File: src/design/tpdf_dither_24_to_16_macros.svh
// Assertion macros shared by the dither block.
// Each macro checks on the rising clock edge and is quiet while reset is held.
`ifndef TPDF_DITHER_24_TO_16_MACROS_SVH
`define TPDF_DITHER_24_TO_16_MACROS_SVH

`ifndef ASSERT_OFF

// Check that a property holds.
`define TPD_ASSERT(lbl, clk_s, rstn_s, prop, msg) \
    lbl: assert property (@(posedge clk_s) disable iff (!rstn_s) (prop)) else $error(msg);

// Check that a condition never occurs.
`define TPD_ASSERT_NEVER(lbl, clk_s, rstn_s, cond, msg) \
    lbl: assert property (@(posedge clk_s) disable iff (!rstn_s) !(cond)) else $error(msg);

`else

`define TPD_ASSERT(lbl, clk_s, rstn_s, prop, msg)
`define TPD_ASSERT_NEVER(lbl, clk_s, rstn_s, cond, msg)

`endif

`endif

File: src/design/tpd_pkg.sv
`default_nettype none

package tpd_pkg;

    // Number of lanes carried by one word
    localparam int LANES = 4;

    localparam int IN_W   = 24;
    localparam int OUT_W  = 16;
    localparam int RNG_W  = 32;
    // Sample plus two 8-bit dither terms
    localparam int SUM_W  = IN_W + 2;
    // Quotient after the arithmetic shift right by 8
    localparam int Q_W    = SUM_W - 8;

    localparam logic [OUT_W-1:0] SAT_MAX = 16'h7FFF;
    localparam logic [OUT_W-1:0] SAT_MIN = 16'h8000;

    typedef logic signed [IN_W-1:0]  sample_t;
    typedef logic signed [OUT_W-1:0] pcm16_t;
    typedef logic [RNG_W-1:0]        rng_t;

    // Control from the output stage to every lane
    typedef struct packed {
        logic advance;
    } lane_ctl_t;

    // Reset seed of a lane: the four seeds repeat across lanes
    function automatic rng_t lane_seed(input int idx);
        logic [1:0] sel;
        rng_t       seed;
        sel = idx[1:0];
        case (sel)
            2'd0:    seed = 32'h12345678;
            2'd1:    seed = 32'h87654321;
            2'd2:    seed = 32'habcdef01;
            2'd3:    seed = 32'h10fedcba;
            default: seed = 32'h12345678;
        endcase
        return seed;
    endfunction

    // One xorshift32 step: left 13, right 17, left 5
    function automatic rng_t xs_next(input rng_t x);
        rng_t t;
        t = x ^ (x << 13);
        t = t ^ (t >> 17);
        t = t ^ (t << 5);
        return t;
    endfunction

endpackage

`default_nettype wire

File: src/design/tpd_lane.sv
`default_nettype none

`include "tpdf_dither_24_to_16_macros.svh"

module tpd_lane (
    input  wire logic              clk,
    input  wire logic              rst_n,
    input  wire tpd_pkg::rng_t     seed,
    input  wire tpd_pkg::lane_ctl_t ctl,
    input  wire tpd_pkg::sample_t  sample,
    output tpd_pkg::pcm16_t        pcm
);

    tpd_pkg::rng_t rng_reg;
    tpd_pkg::rng_t rng_next;
    tpd_pkg::rng_t r1;
    tpd_pkg::rng_t r2;

    logic signed [tpd_pkg::SUM_W-1:0] sum;
    logic signed [tpd_pkg::Q_W-1:0]   quot;

    // Advance the generator twice per word
    always_comb
    begin
        r1       = tpd_pkg::xs_next(rng_reg);
        r2       = tpd_pkg::xs_next(r1);
        rng_next = ctl.advance ? r2 : rng_reg;
    end

    always_ff @(posedge clk or negedge rst_n)
    begin
        if (!rst_n)
        begin
            rng_reg <= seed;
        end
        else
        begin
            rng_reg <= rng_next;
        end
    end

    // Add triangular dither, floor-shift by 8, clamp to 16 bits
    always_comb
    begin
        sum  = {{2{sample[tpd_pkg::IN_W-1]}}, sample}
             + {{(tpd_pkg::SUM_W-8){r1[7]}}, r1[7:0]}
             + {{(tpd_pkg::SUM_W-8){r2[7]}}, r2[7:0]};
        quot = sum[tpd_pkg::SUM_W-1:8];
        if ((quot[tpd_pkg::Q_W-1:tpd_pkg::OUT_W-1] == '0)
            || (quot[tpd_pkg::Q_W-1:tpd_pkg::OUT_W-1] == '1))
        begin
            pcm = quot[tpd_pkg::OUT_W-1:0];
        end
        else if (quot[tpd_pkg::Q_W-1])
        begin
            pcm = tpd_pkg::SAT_MIN;
        end
        else
        begin
            pcm = tpd_pkg::SAT_MAX;
        end
    end

    // A nonzero xorshift state never reaches zero
    `TPD_ASSERT_NEVER(a_rng_nonzero, clk, rst_n, rng_reg == '0, "lane generator state hit zero")
    // Every advance moves the state
    `TPD_ASSERT(a_rng_moves, clk, rst_n, ctl.advance |=> rng_reg != $past(rng_reg), "no advance")

endmodule

`default_nettype wire

File: src/design/tpd_out_stage.sv
`default_nettype none

`include "tpdf_dither_24_to_16_macros.svh"

module tpd_out_stage (
    input  wire logic                                 clk,
    input  wire logic                                 rst_n,
    input  wire logic                                 sample_valid,
    output logic                                      sample_stall,
    input  wire logic                                 end_of_block,
    input  wire logic [tpd_pkg::LANES-1:0][tpd_pkg::OUT_W-1:0] lane_pcm,
    output tpd_pkg::lane_ctl_t                        ctl,
    output logic                                      result_valid,
    input  wire logic                                 result_stall,
    output logic [tpd_pkg::LANES-1:0][tpd_pkg::OUT_W-1:0] result_pcm,
    output logic                                      last_out
);

    logic valid_reg;
    logic valid_next;
    logic last_reg;
    logic take;
    logic [tpd_pkg::LANES-1:0][tpd_pkg::OUT_W-1:0] pcm_reg;

    // Take a new word whenever the output register is empty or draining
    always_comb
    begin
        sample_stall = valid_reg && result_stall;
        take         = sample_valid && !sample_stall;
        ctl.advance  = take;
        if (take)
        begin
            valid_next = 1'b1;
        end
        else if (!result_stall)
        begin
            valid_next = 1'b0;
        end
        else
        begin
            valid_next = valid_reg;
        end
    end

    always_ff @(posedge clk or negedge rst_n)
    begin
        if (!rst_n)
        begin
            valid_reg <= 1'b0;
        end
        else
        begin
            valid_reg <= valid_next;
        end
    end

    // Merge the lane results into one output word
    always_ff @(posedge clk)
    begin
        if (take)
        begin
            pcm_reg  <= lane_pcm;
            last_reg <= end_of_block;
        end
    end

    assign result_valid = valid_reg;
    assign result_pcm   = pcm_reg;
    assign last_out     = last_reg;

    // Never overwrite a word that waits on a stalled receiver
    `TPD_ASSERT_NEVER(a_no_overwrite, clk, rst_n, take && valid_reg && result_stall, "word lost")
    // A taken word shows up in the next cycle
    `TPD_ASSERT(a_take_shows, clk, rst_n, take |=> result_valid, "taken word not presented")

endmodule

`default_nettype wire

File: src/design/tpdf_dither_24_to_16.sv
// TPDF dither, 24-bit to 16-bit, four lanes per word.
// Input channel: sample_lane0..3 and end_of_block, with sample_valid and
// sample_stall; a word is taken at a clock edge with valid high and stall low.
// Output channel: out_lane0..3 and last_out, with result_valid and
// result_stall driven by the receiver.
// Each lane runs its own xorshift32 generator, stepped twice per word; the low
// bytes of both values form the dither added before the shift and clamp.
// A taken word's result appears on the output register in the next cycle.
// Throughput: one word per cycle unless the receiver stalls; generators and
// adder are combinational; the output register takes a word while one drains.
// When the receiver stalls with a result held, sample_stall rises in the same
// cycle and the held result and all generator states stay put.
// Reset (rst_n low, asynchronous) empties the output register and loads the
// generator seeds; generators are never reseeded at the end of a block.
`default_nettype none

module tpdf_dither_24_to_16 (
    input  wire logic               clk,
    input  wire logic               rst_n,
    input  wire logic               sample_valid,
    output logic                    sample_stall,
    input  wire logic signed [23:0] sample_lane0,
    input  wire logic signed [23:0] sample_lane1,
    input  wire logic signed [23:0] sample_lane2,
    input  wire logic signed [23:0] sample_lane3,
    input  wire logic               end_of_block,
    output logic                    result_valid,
    input  wire logic               result_stall,
    output logic signed [15:0]      out_lane0,
    output logic signed [15:0]      out_lane1,
    output logic signed [15:0]      out_lane2,
    output logic signed [15:0]      out_lane3,
    output logic                    last_out
);

    tpd_pkg::sample_t   samples  [tpd_pkg::LANES];
    tpd_pkg::lane_ctl_t ctl;
    logic [tpd_pkg::LANES-1:0][tpd_pkg::OUT_W-1:0] lane_pcm;
    logic [tpd_pkg::LANES-1:0][tpd_pkg::OUT_W-1:0] result_pcm;

    // Spread the word over the lanes
    assign samples[0] = sample_lane0;
    assign samples[1] = sample_lane1;
    assign samples[2] = sample_lane2;
    assign samples[3] = sample_lane3;

    for (genvar i = 0; i < tpd_pkg::LANES; i++)
    begin : g_lane
        tpd_lane u_lane (
            .clk    (clk),
            .rst_n  (rst_n),
            .seed   (tpd_pkg::lane_seed(i)),
            .ctl    (ctl),
            .sample (samples[i]),
            .pcm    (lane_pcm[i])
        );
    end

    tpd_out_stage u_out (
        .clk          (clk),
        .rst_n        (rst_n),
        .sample_valid (sample_valid),
        .sample_stall (sample_stall),
        .end_of_block (end_of_block),
        .lane_pcm     (lane_pcm),
        .ctl          (ctl),
        .result_valid (result_valid),
        .result_stall (result_stall),
        .result_pcm   (result_pcm),
        .last_out     (last_out)
    );

    assign out_lane0 = result_pcm[0];
    assign out_lane1 = result_pcm[1];
    assign out_lane2 = result_pcm[2];
    assign out_lane3 = result_pcm[3];

endmodule

`default_nettype wire

File: config.mk
export PLATFORM = sky130hd
export DESIGN_NAME = tpdf_dither_24_to_16
export DESIGN_NICKNAME = d
export VERILOG_FILES = /design/src/design/tpd_pkg.sv /design/src/design/tpd_lane.sv /design/src/design/tpd_out_stage.sv /design/src/design/tpdf_dither_24_to_16.sv
export VERILOG_INCLUDE_DIRS = /design/src /design/src/design
export SDC_FILE = /design/constraint.sdc
export NUM_CORES = 1
export LEC_CHECK = 0
export ABC_AREA = 0
export BUFFER_PORTS_ARGS = -buffer_cell sky130_fd_sc_hd__buf_2
export CORE_MARGIN = 4
export CORE_UTILIZATION = 34
export CTS_BUF_LIST = sky130_fd_sc_hd__clkbuf_4
export CTS_CLUSTER_DIAMETER = 120
export CTS_CLUSTER_SIZE = 20
export DETAILED_ROUTE_END_ITERATION = 10
export PLACE_DENSITY_LB_ADDON = 0.1
export SYNTH_ARGS = -nofsm -noshare
export SYNTH_HDL_FRONTEND = slang
export SYNTH_SLANG_ARGS = --single-unit
File: constraint.sdc
create_clock -name clk -period 8.4 [get_ports clk]
set_input_delay 1.26 -clock clk [delete_from_list [all_inputs] [get_ports clk]]
set_output_delay 1.26 -clock clk [all_outputs]
set_load 0.1 [all_outputs]
==> results.tsv <==
stage	metric	value	unit
outcome	outcome	complete, no violations	
flow_run	cap_violations	0	
drt	via_per_inst	4.83	
timing	holdWs	0.501	ns
grt	grt_pass1_wl	74.1	mm
logic_synthesis	ys_types	80	
placement	place_ws	0.885	ns
worst_setup_path	crit_start	g_lane[2].u_lane.rng_reg[0]	
grt	antenna_found_initial	9	
floorplanning	start_util	34.6	%
logic_synthesis	synthArstFlopShare	66.5	%
finish	drive_gt1_share	14.5	%
logic_synthesis	synth_edf_count	65	
grt	overflow	0	
drt	num_vias	14100	
logic_synthesis	netlist_instances	2010	
worst_setup_path	rr_startpoint	g_lane[2].u_lane.rng_reg[0]	
drt	drt-wirelength-per-cell	15.5	µm
logic_synthesis	yosys.area.top_type_share	18.9	%
worst_setup_path	crit_path_start_kind	flip-flop	
grt	grt_usage	15.3	%
grt	grt_max_degree	108	
timing	hold_viol	0	
logic_synthesis	ys.flop_type	dfrtp_1	
logic_synthesis	synth_top_family_by_area	XOR/XNOR gates	
timing	rsz0062_at_grt	false	
timing	timing.fmax	137	MHz
logic_synthesis	synthSimpleGateAreaFrac	11.1	%
worst_hold_path	hold_path.class	flip-flop to flip-flop	
clock_tree	clkSinkCount	194	
drt	drc	0	
finish	largest_register_ffs	128	
worst_setup_path	critPathMaxStageDelay	0.70	ns
worst_setup_path	path_max_fanout	15	
placement	port_buffers	167	
logic_synthesis	yosysSeqAreaShare	27.9	%
floorplanning	die_w	243	µm
clock_tree	cts_tree	built	
timing	setup_ws	1.09	ns
logic_synthesis	ys_seq_elements	194	
worst_setup_path	cp_top_family	compound AO/OA/AOI/OAI gates	
placement	place_congestion	0.853	
clock_tree	cts_setup_buffers	0	
timing	slew_viol_final	0	
floorplanning	ioPinCount	168	
drt	totalWireLength	45.0	mm
logic_synthesis	synthMuxAreaShare	0.0599	%
clock_tree	clkTransAtPathRegs	0.19	ns
finish	area_growth_syn_to_layout	10.7	%
clock_tree	cts_buffer_depth	2	
worst_setup_path	r2r.worst_path.cells	25	
worst_setup_path	arrival	7.77	ns
finish	utilization	38.3	%
grt	first_global_vias	14400	
logic_synthesis	synth_xor_area_share	29.8	%
drt	firstDrtPassIters	5	
logic_synthesis	synth_compound_area_share	15.0	%
timing	relSlewSlack	31.6	%
floorplanning	core-area	0.0543	mm²
worst_setup_path	endpoint_kind	flip-flop	
clock_tree	insertion_delay	0.75	ns
clock_tree	numCtsBuffers	17	
floorplanning	die_area	0.0592	mm²
worst_hold_path	hold_end	g_lane[3].u_lane.rng_reg[25]	
clock_tree	cts_hold_buf	0	
clock_tree	ctsResizeCount	0	
drt	drt_first_iter_violations	642	
clock_tree	h-tree-depth	4	
logic_synthesis	syn-cell-area	0.0188	mm²
worst_setup_path	cp_num_buf_inv	1	
worst_setup_path	path_class	flip-flop to flip-flop	
worst_setup_path	cp_data_required_time	8.87	ns
worst_hold_path	hold-path-cell-count	1	
logic_synthesis	syn_area_per_cell	9.36	µm²
timing	min_period_over_period	87.0	%
logic_synthesis	syn_nets	2315	
clock_tree	cts-root-buf	clkbuf_4	
worst_setup_path	regToRegEndpoint	u_out.result_pcm[36]	
logic_synthesis	synthAdderAreaFrac	13.9	%
worst_setup_path	r2r_slack	1.09	ns
timing	min_period	7.31	ns
finish	fin_nets	2460	
logic_synthesis	post-synth-top-area-cell	xnor2_1	
drt	ant_nets	0	
worst_hold_path	hp-start	g_lane[3].u_lane.rng_reg[25]	
placement	dpl.hpwl	34.7	mm
timing	setup_violations	0	
timing	fin_setup_tns	0	ns
logic_synthesis	yosysWarnings	0	
timing	tightest_slew	1.03	ns
logic_synthesis	ys_top_cells_by_area	xnor2_1, ha_1, edfxtp_1	
worst_setup_path	slowest_stage	a21oi_1	
floorplanning	row_count	85	
floorplanning	dieHeight	243	µm
timing	finClkSkew	0.0374	ns
[through the flow]
| stage | std cells | instance area (µm²) |
|---|---|---|
| floorplan | 2010 | 18800 |
| global placement | 2875 | 20400 |
| detailed placement | 2875 | 20400 |
| CTS | 2907 | 20800 |
| global route | 2911 | 20800 |
| finish | 2913 | 20800 |
[per-layer routing]
layer	wire length (µm)	global-route usage [%]
met1	21900	20.7
met3	1430	2.86
met4	661	4.04
met2	21000	25.2
met5	41	0
[worst max path at each step]
| stage | cells past startpoint | to | slack (ns) |
|---|---|---|---|
| 2_1_floorplan | 26 | u_out.result_pcm[28] | 1.69 |
| 3_3_place_gp | 25 | u_out.result_pcm[12] | 0.97 |
| 3_5_place_dp | 23 | u_out.result_pcm[36] | 0.88 |
| 4_1_cts | 25 | u_out.result_pcm[36] | 0.97 |
| 5_1_grt | 25 | u_out.result_pcm[38] | 0.37 |
| 6_report | 25 | u_out.result_pcm[36] | 1.09 |
[kinds of logic after synthesis]
family                   after synthesis
buffers and inverters                105
AO/OA/AOI/OAI                        426
AND/OR/NAND/NOR                      458
XOR/XNOR                             619
multiplexers                           1
flip-flops                           194
adder cells (fa/ha/maj)              207
[cell usage after synthesis, types with 17 or more instances]
library cell and n:
inv_1 52, dfstp_2 62, nand2_1 224, nand3_1 26, o21ai_0 87, dfrtp_1 67, xor2_1 201, xnor2_1 406
a21oi_1 96, nor2b_1 17, nor2_1 84, edfxtp_1 65, and3_1 17, o21bai_1 18, a21o_1 95, clkbuf_1 31
nor3_1 23, ha_1 200
[layout by cell type, fill, tap and decap left out, types with 18 or more instances in the layout]
cell type / n
ha_1: 200
buf_2: 166
a21o_1: 95
nor2_1: 84
dfrtp_1: 67
xnor2_1: 404
o21bai_1: 18
dfstp_2: 62
nand2_1: 223
nor3_1: 23
o21ai_0: 87
inv_1: 52
edfxtp_1: 65
a21oi_1: 96
xor2_1: 201
nand3_1: 26
[area by class of cell]
cell class	instances	area [µm²]
clock buffer	17	128
multi-input combinational	1711	13100
clock inverter	15	240
antenna	6	15.0
tap	739	925
sequential	194	5260
inverter	53	204
fill	5503	33500
timing repair buffer	178	925
Power is not shown: default switching activity piles up to over one toggle a cycle in this logic, so the estimate is an artifact.
